--- src/design/arpc_pkg.sv ---
`timescale 1ns / 1ps
// ----------------------------------------------------------------------------
// ARP cache package
// Shared widths, command codes and the cache entry layout.
// ----------------------------------------------------------------------------
package arpc_pkg;

    localparam int DEF_ENTRIES = 8;

    localparam int CMD_W = 2;
    localparam int IP_W  = 32;
    localparam int MAC_W = 48;
    localparam int CNT_W = 8;

    localparam logic [CMD_W-1:0] CMD_LOOKUP = 2'd0;
    localparam logic [CMD_W-1:0] CMD_SET    = 2'd1;
    localparam logic [CMD_W-1:0] CMD_INVAL  = 2'd2;

    localparam logic [CNT_W-1:0] COUNT_MAX = 8'hFF;
    localparam logic [CNT_W-1:0] COUNT_ONE = 8'd1;

    typedef struct packed {
        logic [IP_W-1:0]  ip;
        logic [MAC_W-1:0] mac;
        logic [CNT_W-1:0] cnt;
    } entry_t;

    localparam int ENTRY_W = $bits(entry_t);

endpackage

--- src/design/arpc_if.sv ---
`timescale 1ns / 1ps
// ----------------------------------------------------------------------------
// ARP cache channel interfaces
// Request and response channels with valid/ready transfer handshake.
// ----------------------------------------------------------------------------
interface arpc_req_if
    import arpc_pkg::*;
();
    logic             valid;
    logic             ready;
    logic [CMD_W-1:0] cmd;
    logic [IP_W-1:0]  ip_addr;
    logic [MAC_W-1:0] new_mac;

    modport source (output valid, cmd, ip_addr, new_mac, input ready);
    modport sink   (input valid, cmd, ip_addr, new_mac, output ready);
endinterface

interface arpc_rsp_if
    import arpc_pkg::*;
();
    logic             valid;
    logic             ready;
    logic             hit;
    logic [MAC_W-1:0] found_mac;

    modport source (output valid, hit, found_mac, input ready);
    modport sink   (input valid, hit, found_mac, output ready);
endinterface

--- src/design/arpc_ram.sv ---
`timescale 1ns / 1ps
// ----------------------------------------------------------------------------
// Generic RAM
// One write port, one read port, registered read data.
// ----------------------------------------------------------------------------
module arpc_ram #(
    parameter int WIDTH = 8,
    parameter int DEPTH = 8,
    parameter int AW    = (DEPTH > 1) ? $clog2(DEPTH) : 1
) (
    input  logic             clk,
    input  logic             we,
    input  logic [AW-1:0]    waddr,
    input  logic [WIDTH-1:0] wdata,
    input  logic             re,
    input  logic [AW-1:0]    raddr,
    output logic [WIDTH-1:0] rdata
);

    logic [WIDTH-1:0] mem [DEPTH];
    logic [WIDTH-1:0] rdata_reg;

    always_ff @(posedge clk)
    begin
        if (we)
        begin
            mem[waddr] <= wdata;
        end
        if (re)
        begin
            rdata_reg <= mem[raddr];
        end
    end

    assign rdata = rdata_reg;

endmodule

--- src/design/arpc_ctrl.sv ---
`timescale 1ns / 1ps
// ----------------------------------------------------------------------------
// ARP cache controller
// Scans the entry RAM for match and least-used slot, then writes back on set or on a hitting invalidate.
// ----------------------------------------------------------------------------
module arpc_ctrl
    import arpc_pkg::*;
#(
    parameter int ENTRIES = DEF_ENTRIES,
    parameter int IDX_W   = (ENTRIES > 1) ? $clog2(ENTRIES) : 1
) (
    input  logic               clk,
    input  logic               rst_n,
    arpc_req_if.sink           req,
    arpc_rsp_if.source         rsp,
    output logic               ram_we,
    output logic [IDX_W-1:0]   ram_waddr,
    output logic [ENTRY_W-1:0] ram_wdata,
    output logic               ram_re,
    output logic [IDX_W-1:0]   ram_raddr,
    input  logic [ENTRY_W-1:0] ram_rdata
);

    localparam int SCAN_W = $clog2(ENTRIES + 1);
    localparam logic [IDX_W-1:0]  LAST_IDX  = IDX_W'(ENTRIES - 1);
    localparam logic [SCAN_W-1:0] SCAN_END  = SCAN_W'(ENTRIES);

    localparam logic [1:0] ST_IDLE  = 2'd0;
    localparam logic [1:0] ST_SCAN  = 2'd1;
    localparam logic [1:0] ST_WRITE = 2'd2;
    localparam logic [1:0] ST_DONE  = 2'd3;

    logic [1:0]        state_reg, state_next;
    logic [CMD_W-1:0]  cmd_reg, cmd_next;
    logic [IP_W-1:0]   ip_reg, ip_next;
    logic [MAC_W-1:0]  mac_reg, mac_next;
    logic [SCAN_W-1:0] iss_reg, iss_next;
    logic              cmp_valid_reg, cmp_valid_next;
    logic [IDX_W-1:0]  cmp_idx_reg, cmp_idx_next;
    logic              hit_reg, hit_next;
    logic [IDX_W-1:0]  slot_reg, slot_next;
    logic [MAC_W-1:0]  found_reg, found_next;
    logic [CNT_W-1:0]  hcnt_reg, hcnt_next;
    logic [CNT_W-1:0]  min_cnt_reg, min_cnt_next;
    logic [IDX_W-1:0]  min_idx_reg, min_idx_next;
    logic [ENTRIES-1:0] valid_reg, valid_next;
    logic              out_valid_reg, out_valid_next;
    logic              out_hit_reg, out_hit_next;
    logic [MAC_W-1:0]  out_mac_reg, out_mac_next;

    entry_t            ent;
    entry_t            wr_ent;
    logic              issue;
    logic              last;
    logic              out_free;
    logic              load_out;

    assign req.ready     = (state_reg == ST_IDLE);
    assign rsp.valid     = out_valid_reg;
    assign rsp.hit       = out_hit_reg;
    assign rsp.found_mac = out_mac_reg;

    assign issue     = (state_reg == ST_SCAN) && (iss_reg < SCAN_END);
    assign ram_re    = issue;
    assign ram_raddr = iss_reg[IDX_W-1:0];
    assign last      = cmp_valid_reg && (cmp_idx_reg == LAST_IDX);
    assign out_free  = !out_valid_reg || rsp.ready;
    assign ent       = valid_reg[cmp_idx_reg] ? entry_t'(ram_rdata) : '0;
    assign ram_wdata = wr_ent;

    always_comb
    begin
        state_next     = state_reg;
        cmd_next       = cmd_reg;
        ip_next        = ip_reg;
        mac_next       = mac_reg;
        iss_next       = iss_reg;
        cmp_valid_next = issue;
        cmp_idx_next   = iss_reg[IDX_W-1:0];
        hit_next       = hit_reg;
        slot_next      = slot_reg;
        found_next     = found_reg;
        hcnt_next      = hcnt_reg;
        min_cnt_next   = min_cnt_reg;
        min_idx_next   = min_idx_reg;
        valid_next     = valid_reg;
        ram_we         = 1'b0;
        ram_waddr      = slot_reg;
        wr_ent         = '0;
        load_out       = 1'b0;

        unique case (state_reg)
            ST_IDLE:
            begin
                if (req.valid)
                begin
                    cmd_next   = req.cmd;
                    ip_next    = req.ip_addr;
                    mac_next   = req.new_mac;
                    iss_next   = '0;
                    hit_next   = 1'b0;
                    state_next = ST_SCAN;
                end
            end
            ST_SCAN:
            begin
                if (issue)
                begin
                    iss_next = iss_reg + SCAN_W'(1);
                end
                if (cmp_valid_reg)
                begin
                    if (!hit_reg && (ent.ip == ip_reg))
                    begin
                        hit_next   = 1'b1;
                        slot_next  = cmp_idx_reg;
                        found_next = ent.mac;
                        hcnt_next  = ent.cnt;
                    end
                    if ((cmp_idx_reg == '0) || (ent.cnt < min_cnt_reg))
                    begin
                        min_cnt_next = ent.cnt;
                        min_idx_next = cmp_idx_reg;
                    end
                end
                if (last)
                begin
                    state_next = ST_WRITE;
                end
            end
            ST_WRITE:
            begin
                case (cmd_reg)
                    CMD_SET:
                    begin
                        ram_we     = 1'b1;
                        wr_ent.ip  = ip_reg;
                        wr_ent.mac = mac_reg;
                        if (hit_reg)
                        begin
                            wr_ent.cnt = (hcnt_reg == COUNT_MAX) ? COUNT_MAX
                                                                 : hcnt_reg + COUNT_ONE;
                        end
                        else
                        begin
                            ram_waddr  = min_idx_reg;
                            wr_ent.cnt = COUNT_ONE;
                        end
                    end
                    CMD_INVAL:
                    begin
                        ram_we = hit_reg;
                    end
                    default:
                    begin
                        ram_we = 1'b0;
                    end
                endcase
                if (ram_we)
                begin
                    valid_next[ram_waddr] = 1'b1;
                end
                if (out_free)
                begin
                    load_out   = 1'b1;
                    state_next = ST_IDLE;
                end
                else
                begin
                    state_next = ST_DONE;
                end
            end
            ST_DONE:
            begin
                if (out_free)
                begin
                    load_out   = 1'b1;
                    state_next = ST_IDLE;
                end
            end
        endcase
    end

    always_comb
    begin
        out_valid_next = out_valid_reg && !rsp.ready;
        out_hit_next   = out_hit_reg;
        out_mac_next   = out_mac_reg;
        if (load_out)
        begin
            out_valid_next = 1'b1;
            out_hit_next   = hit_reg;
            out_mac_next   = ((cmd_reg == CMD_LOOKUP) && hit_reg) ? found_reg : '0;
        end
    end

    always_ff @(posedge clk or negedge rst_n)
    begin
        if (!rst_n)
        begin
            state_reg     <= ST_IDLE;
            iss_reg       <= '0;
            cmp_valid_reg <= 1'b0;
            hit_reg       <= 1'b0;
            valid_reg     <= '0;
            out_valid_reg <= 1'b0;
        end
        else
        begin
            state_reg     <= state_next;
            iss_reg       <= iss_next;
            cmp_valid_reg <= cmp_valid_next;
            hit_reg       <= hit_next;
            valid_reg     <= valid_next;
            out_valid_reg <= out_valid_next;
        end
    end

    always_ff @(posedge clk)
    begin
        cmd_reg     <= cmd_next;
        ip_reg      <= ip_next;
        mac_reg     <= mac_next;
        cmp_idx_reg <= cmp_idx_next;
        slot_reg    <= slot_next;
        found_reg   <= found_next;
        hcnt_reg    <= hcnt_next;
        min_cnt_reg <= min_cnt_next;
        min_idx_reg <= min_idx_next;
        out_hit_reg <= out_hit_next;
        out_mac_reg <= out_mac_next;
    end

`ifndef SYNTHESIS
    a_cmp_in_scan: assert property (@(posedge clk) disable iff (!rst_n)
        cmp_valid_reg |-> (state_reg == ST_SCAN))
        else $error("compare data outside scan");

    a_we_legal: assert property (@(posedge clk) disable iff (!rst_n)
        ram_we |-> (state_reg == ST_WRITE) &&
                   ((cmd_reg == CMD_SET) || ((cmd_reg == CMD_INVAL) && hit_reg)))
        else $error("unexpected entry write");

    a_mac_needs_hit: assert property (@(posedge clk) disable iff (!rst_n)
        (rsp.valid && (rsp.found_mac != '0)) |-> rsp.hit)
        else $error("nonzero MAC without hit");

    a_scan_bound: assert property (@(posedge clk) disable iff (!rst_n)
        (state_reg == ST_SCAN) |-> (iss_reg <= SCAN_END))
        else $error("scan counter overrun");
`endif

endmodule

--- src/design/arp_cache_lfu.sv ---
`timescale 1ns / 1ps
// ----------------------------------------------------------------------------
// ARP cache with least-frequently-used replacement
// Maps IPv4 to MAC addresses; lookup, set and invalidate commands.
// ----------------------------------------------------------------------------
// One request at a time: a new request is accepted only in the idle state, after
//   the previous response is loaded, owing to the serial scan of the entry RAM
//   through its single read port.
// A finished response waits in an output register; the scan does not stall.
// Reset clears all per-entry valid bits at once; invalid entries read as zero.
// ----------------------------------------------------------------------------
module arp_cache_lfu
    import arpc_pkg::*;
#(
    parameter int ENTRIES = DEF_ENTRIES
) (
    input  logic       clk,
    input  logic       rst_n,
    arpc_req_if.sink   req,
    arpc_rsp_if.source rsp
);

    localparam int IDX_W = (ENTRIES > 1) ? $clog2(ENTRIES) : 1;

    logic               ram_we;
    logic [IDX_W-1:0]   ram_waddr;
    logic [ENTRY_W-1:0] ram_wdata;
    logic               ram_re;
    logic [IDX_W-1:0]   ram_raddr;
    logic [ENTRY_W-1:0] ram_rdata;

    arpc_ram #(
        .WIDTH (ENTRY_W),
        .DEPTH (ENTRIES),
        .AW    (IDX_W)
    ) u_ram (
        .clk   (clk),
        .we    (ram_we),
        .waddr (ram_waddr),
        .wdata (ram_wdata),
        .re    (ram_re),
        .raddr (ram_raddr),
        .rdata (ram_rdata)
    );

    arpc_ctrl #(
        .ENTRIES (ENTRIES),
        .IDX_W   (IDX_W)
    ) u_ctrl (
        .clk       (clk),
        .rst_n     (rst_n),
        .req       (req),
        .rsp       (rsp),
        .ram_we    (ram_we),
        .ram_waddr (ram_waddr),
        .ram_wdata (ram_wdata),
        .ram_re    (ram_re),
        .ram_raddr (ram_raddr),
        .ram_rdata (ram_rdata)
    );

endmodule

--- src/flat_wrapper.sv ---
// flat-port wrapper written by rule: the top's interface ports become plain ports
module arp_cache_lfu_flat import arpc_pkg::*;
#(
    parameter int ENTRIES = DEF_ENTRIES
)
  (clk, rst_n, req_valid, req_cmd, req_ip_addr, req_new_mac, req_ready, rsp_valid, rsp_hit, rsp_found_mac, rsp_ready);
  arpc_req_if req_i ();
  arpc_rsp_if rsp_i ();
  input  logic clk;
  input  logic rst_n;
  input wire logic [$bits(req_i.valid)-1:0] req_valid;
  input wire logic [$bits(req_i.cmd)-1:0] req_cmd;
  input wire logic [$bits(req_i.ip_addr)-1:0] req_ip_addr;
  input wire logic [$bits(req_i.new_mac)-1:0] req_new_mac;
  output wire logic [$bits(req_i.ready)-1:0] req_ready;
  output wire logic [$bits(rsp_i.valid)-1:0] rsp_valid;
  output wire logic [$bits(rsp_i.hit)-1:0] rsp_hit;
  output wire logic [$bits(rsp_i.found_mac)-1:0] rsp_found_mac;
  input wire logic [$bits(rsp_i.ready)-1:0] rsp_ready;
  assign req_i.valid = req_valid;
  assign req_i.cmd = req_cmd;
  assign req_i.ip_addr = req_ip_addr;
  assign req_i.new_mac = req_new_mac;
  assign req_ready = req_i.ready;
  assign rsp_valid = rsp_i.valid;
  assign rsp_hit = rsp_i.hit;
  assign rsp_found_mac = rsp_i.found_mac;
  assign rsp_i.ready = rsp_ready;
  arp_cache_lfu #(.ENTRIES(ENTRIES)) u_core (.clk(clk), .rst_n(rst_n), .req(req_i), .rsp(rsp_i));
endmodule
--- config.mk ---
export PLATFORM = sky130hd
export DESIGN_NAME = arp_cache_lfu_flat
export DESIGN_NICKNAME = d
export VERILOG_FILES = /design/src/design/arpc_pkg.sv /design/src/design/arpc_if.sv /design/src/design/arpc_ram.sv /design/src/design/arpc_ctrl.sv /design/src/design/arp_cache_lfu.sv /design/src/flat_wrapper.sv
export SDC_FILE = /design/constraint.sdc
export NUM_CORES = 1
export LEC_CHECK = 0
export BUFFER_PORTS_ARGS = -buffer_cell sky130_fd_sc_hd__buf_2
export CAP_MARGIN = 10
export CORE_MARGIN = 2
export CORE_UTILIZATION = 55
export CTS_BUF_LIST = sky130_fd_sc_hd__clkbuf_8
export CTS_CLUSTER_SIZE = 30
export DETAILED_ROUTE_END_ITERATION = 8
export PLACE_DENSITY_LB_ADDON = 0.12
export SKIP_CTS_REPAIR_TIMING = 1
export SLEW_MARGIN = 20
export SYNTH_ARGS = -nofsm -noshare
export SYNTH_HDL_FRONTEND = slang
export SYNTH_SLANG_ARGS = --single-unit
--- constraint.sdc ---
create_clock -name clk -period 13 [get_ports clk]
set_input_delay 1.3 -clock clk [delete_from_list [all_inputs] [get_ports clk]]
set_output_delay 1.3 -clock clk [all_outputs]
set_load 0.005 [all_outputs]
* After elaboration in Yosys (flattened, before gate mapping)
Memory sizes are Yosys's and may differ from the RTL's. A register that Yosys moved wholly into a read port is not among the register bits.
Cells that the tools add are included.
** Cells by class
- $lt $le $gt $ge :: 5
- Equal/unequal tests :: 14
- Add/sub/neg operators :: 2
- Bitwise gates (word level) :: 1
- Mux-type cells :: 33
- Reductions and logical operators :: 23
** Operator list (count)
- $mux W88 :: 3
- $eq A32 B32 Y1 :: 1
- $mux W8 :: 2
- $mux W1 :: 12
- $mux W3 :: 4
- $reduce_and A3 Y1 :: 4
- $ne A2 B2 Y1 const B :: 5
- $add A8 B1 Y8 const B :: 1
- $eq A8 B8 Y1 const B :: 1
- $lt A3 B4 Y1 const B :: 2
- $lt A8 B8 Y1 :: 1
- $mux W2 :: 4
- $mux W4 :: 2
- $or A8 B8 Y8 :: 1
- $pmux W2 S4 :: 1
- $pmux W4 S2 :: 1
- $eq A2 B2 Y1 const B :: 3
- $logic_and A1 B1 Y1 :: 6
- $add A4 B1 Y4 const B :: 1
- $eq A2 B1 Y1 const B :: 2
- $logic_not A2 Y1 :: 2
- $lt A4 B4 Y1 const B :: 1
- $pmux W1 S2 :: 2
- $reduce_and A2 Y1 :: 2
- 11 further kinds :: 14
** Word-level totals
- Memories kept :: 1
- Memory bits (writable) :: 704
- Output and inout bits :: 51
- Bits in registers :: 221
** Memory list
- u_core.u_ram.mem :: depth 8, width 88, read ports 1, clocked after memory_dff 1, write ports 1, RTL line arpc_ram.sv:20 : logic [WIDTH-1:0] mem [DEPTH];

* Longest topological paths before layout
- Depth in word-level cells :: 8
- Gate-level depth with buffers :: 13

* Hierarchy
A second synthesis with hierarchy kept.
** Unflattened totals
- Cell total of the unflattened synthesis :: 1777
- Area total of the unflattened synthesis :: 38378.1 um^2
** Modules (own cells, without submodules)
- arpc_ram :: instances 1, area an instance 29114.2 um^2, sequential area each 23782.8 um^2, cells an instance 1119
- arpc_ctrl :: instances 1, area an instance 9263.9 um^2, sequential area each 6521.3 um^2, cells an instance 658

* Worst setup path after synthesis
Ideal clock, no wire load.
- Kind :: flip-flop to flip-flop
- Start point :: reg u_core.u_ctrl.state_reg[0]
- End point :: reg u_core.u_ctrl.iss_reg[0]
- Setup slack :: 4859 ps
- Arrival :: 8008 ps
- Path buffers :: 0
- Stages on the path, launching flop included :: 4
- Period minus slack after synthesis :: 8141 ps
- Cells stage by stage :: dfrtp_1 nor3b_1 nor2_1 mux2_2
** On the way
- Cells in the longest elaborated chain, start to end :: 4
- Elaborated cells on any way between the ends :: 8
- Those cells by class :: 3 x eq/ne; 1 x mux; 4 x reduce/logical
** Ends and longest elaborated chain
- from (decl) :: RTL line arpc_ctrl.sv:33 : logic [1:0] state_reg, state_next;
- from (signal assigned) :: RTL line arpc_ctrl.sv:210 : state_reg <= state_next;
- $eq A2 B1 Y1 :: RTL line arpc_ctrl.sv:63 : assign issue = (state_reg == ST_SCAN) && (iss_reg < SCAN_END);
- $logic_and A1 B1 Y1 :: RTL line arpc_ctrl.sv:63
- named net u_core.ram_re :: RTL line arp_cache_lfu.sv:28 : logic ram_re;
- $ne A2 B2 Y1 (no source line)
- $reduce_and A3 Y1 (no source line)
- to (signal assigned) :: RTL line arpc_ctrl.sv:211 : iss_reg <= iss_next;
- to (decl) :: RTL line arpc_ctrl.sv:37 : logic [SCAN_W-1:0] iss_reg, iss_next;
The timed path passes the listed nets, and every way through them passes these cells.
A chain may end at the register's enable or synchronous reset.

==> results_dict.tcl <==
set metrics [dict create \
    status "completed" \
    coreArea_mm2 0.06895 \
    drcViolationCount 0 \
    drtAntennaViolNets 0 \
    worstRegToRegCells 12 \
    fin_crit_ns 4.338 \
    synth_area_leader_cell "edfxtp_1" \
    met2_usage_pct 36.38 \
    num_io_pins 137 \
    rsz0062_at_grt "no" \
    firstDrtPassIters 6 \
    busiest_layer "met2" \
    grt.total_usage_pct 22.42 \
    crit_fanout 55 \
    synth_ff_type "edfxtp_1" \
    synth.net_count 1898 \
    crit_type "reg2reg" \
    root_buffer "clkbuf_8" \
    final.setup.tns_ns 0 \
    dpl_worst_slack_ns 8.671 \
    synth_cells 1800 \
    std_cell_rows 96 \
    tightestPinTransition_ns 1.107 \
    routedWlPerCell_um 25.27 \
    synth-edff-count 993 \
    grt_pass1_wl_um 117500 \
    netlist_area_mm2 0.03849 \
    clkTransAtPathRegs_ns 0.07 \
    crit_arrival_ns 4.81 \
    p_leak_nw 13.20 \
    finalWirelength_um 78260 \
    clock_path_buffers 3 \
    grtUsageMet3_pct 3.900 \
    htreeDepth 4 \
    dieWidth_um 268.6 \
    num_vias 18030 \
    drv_cap 0 \
    dieArea_mm2 0.07212 \
    slowest_stage "a211oi_1" \
    cts_tree "yes" \
    grt_max_degree 112 \
    yosysMostFrequentCell "edfxtp_1" \
    slew_violations 0 \
    fill_cells 4840 \
    area_growth_pct 11.92 \
    r2r_slack_ns 8.66 \
    slew_headroom_pct 26.17 \
    ys_ff_latch 1013 \
    fin_crit_sh_pct 33.37 \
    grt_pass1_vias 19090 \
    synth_cell_types 62 \
    hold_class "in2async" \
    cp.required_ns 13.47 \
    rr_startpoint "u_core.u_ctrl.cmp_idx_reg[1]" \
    hold_viol 0 \
    use_met1_pct 31.61 \
    synthTopCellsByCount "993 x edfxtp_1, 176 x mux4_2, 136 x and2_1, 89 x mux2_2, 55 x clkbuf_1" \
    setup_viol 0 \
    power_mw 7.959 \
    final_cells 3097 \
    drt_iter0_markers 1420 \
    netlist.area_leader.share_pct 77.46 \
    largest_reg_flops 704 \
    syn_avg_cell_area_um2 21.39 \
    gr-total-overflow 0 \
    synth-seq-area-share_pct 78.73 \
    fmax_mhz 230.5 \
    yosys_warnings 0 \
    max_stage_delay_ns 0.75 \
    initial_utilization_pct 55.83 \
    antenna_found_initial 1 \
    dp_cells 2818 \
    clk_latency_ns 0.80 \
    end_kind "flip-flop" \
    multiInputGateArea_mm2 0.007838 \
    synth-async-reset-ratio_pct 1.678 \
    final.setup_skew_ns 0.04248 \
    r2r-end "u_core.u_ctrl.min_cnt_reg[2]" \
    io_buffer_count 136 \
    critical_path.cell_chain "mux2_4, o22ai_4, nor2_4, buf_4, and2_1, ha_1, a21o_1, a21o_1, a21oi_1, nor2_1, a211oi_1, buf_4" \
    final-seq-area_mm2 0.03032 \
    drive_gt1_share_pct 30.30 \
    dp_hpwl_um 40740 \
    final_nets 2144 \
    ir_drop_mv 0.2016 \
    synth_area_leaders "edfxtp_1 77%, mux4_2 10%, mux2_2 2.6%" \
    vias_per_cell 5.821 \
    critPathLaunchType "flip-flop" \
    cts_made_buffers 157 \
    gp_congestion 0.8187 \
    p_per_area_mw_per_mm2 184.7 \
    clock_sinks 1013 \
    die-height_um 268.6 \
    setup_ws_ns 8.662 \
]
## cell type report
class | instances | share of cell area [%]
Multi-Input combinational cell | 684 | 18.19
Clock inverter | 112 | 1.138
Timing Repair Buffer | 168 | 2.167
Tap cell | 931 | 2.704
Inverter | 22 | 0.1975
Sequential cell | 1013 | 70.37
Clock buffer | 163 | 5.207
Antenna cell | 4 | 0.02323
## kinds of logic (layout without fill, tap and decap cells)
kind of cell             count (synthesis)  count (layout)  synth area share, %
multiplexers                           270             270                13.06
AO/OA/AOI/OAI                           67              67                1.362
adder cells (fa/ha/maj)                 12              12               0.3900
AND/OR/NAND/NOR                        311             311                4.775
flip-flops                            1013            1013                78.73
XOR/XNOR                                24              24               0.5461
other                                    0               4                    0
buffers and inverters                  103             465                1.144
## worst max path at each step
| stage | start | end | slack (ns) | depth (start not counted) |
|---|---|---|---|---|
| 2_1_floorplan | u_core.u_ctrl.state_reg[0] | u_core.u_ctrl.iss_reg[0] | 4.86 | 3 |
| 3_3_place_gp | u_core.u_ctrl.cmp_idx_reg[1] | u_core.u_ctrl.min_cnt_reg[2] | 8.76 | 12 |
| 3_5_place_dp | u_core.u_ctrl.cmp_idx_reg[1] | u_core.u_ctrl.min_cnt_reg[2] | 8.67 | 12 |
| 4_1_cts | u_core.u_ctrl.cmp_idx_reg[1] | u_core.u_ctrl.min_cnt_reg[7] | 8.66 | 12 |
| 5_1_grt | u_core.u_ctrl.cmp_idx_reg[1] | u_core.u_ctrl.min_cnt_reg[7] | 8.37 | 12 |
| 6_report | u_core.u_ctrl.cmp_idx_reg[1] | u_core.u_ctrl.min_cnt_reg[2] | 8.66 | 12 |
## critical path: cells and delay by family, from the launching register on
kind,cells,cell delay [ns]
muxes,1,0.35
AOI/OAI and AO/OA,5,1.76
DFF,1,0.53
adders and majority gates,1,0.29
buffers and inverters,2,0.64
and+or+nand+nor,3,0.43
## cells in the final DEF (no fill, tap or decap), types with 31 or more instances in the layout
cell type,synthesis,routed
and2_1,136,135
buf_2,16,136
edfxtp_1,993,993
inv_1,21,75
mux2_2,89,89
clkbuf_8,0,163
buf_4,1,31
mux4_2,176,176
and3_1,51,51
clkinv_1,0,39
## through the flow
step                      hold slack, ns  utilization [%]  area (um^2)
after floorplan                   0.3454                -        38490
after global placement            0.4495            58.51        40340
after detailed placement          0.4595            58.51        40340
after CTS                         0.3805            62.47        43070
after global routing              0.4345            62.47        43070
final                             0.4428            62.49        43080
## power by group
group | switching, mW | total, mW | internal, mW | leakage [nW]
sequential | 0.227 | 4.15 | 3.92 | 8.40
clock | 1.16 | 2.33 | 1.17 | 1.59
combinational | 0.827 | 1.48 | 0.651 | 3.20
## metal layers
layer / routed length [um] / up-vias / part of all wire, %
met5: 0 / - / 0
met4: 1431 / 0 / 1.8
met3: 3678 / 128 / 4.7
met2: 38710 / 527 / 49
met1: 34430 / 9559 / 44
li1: - / 7814 / -
(Power assumes the default switching activity.)
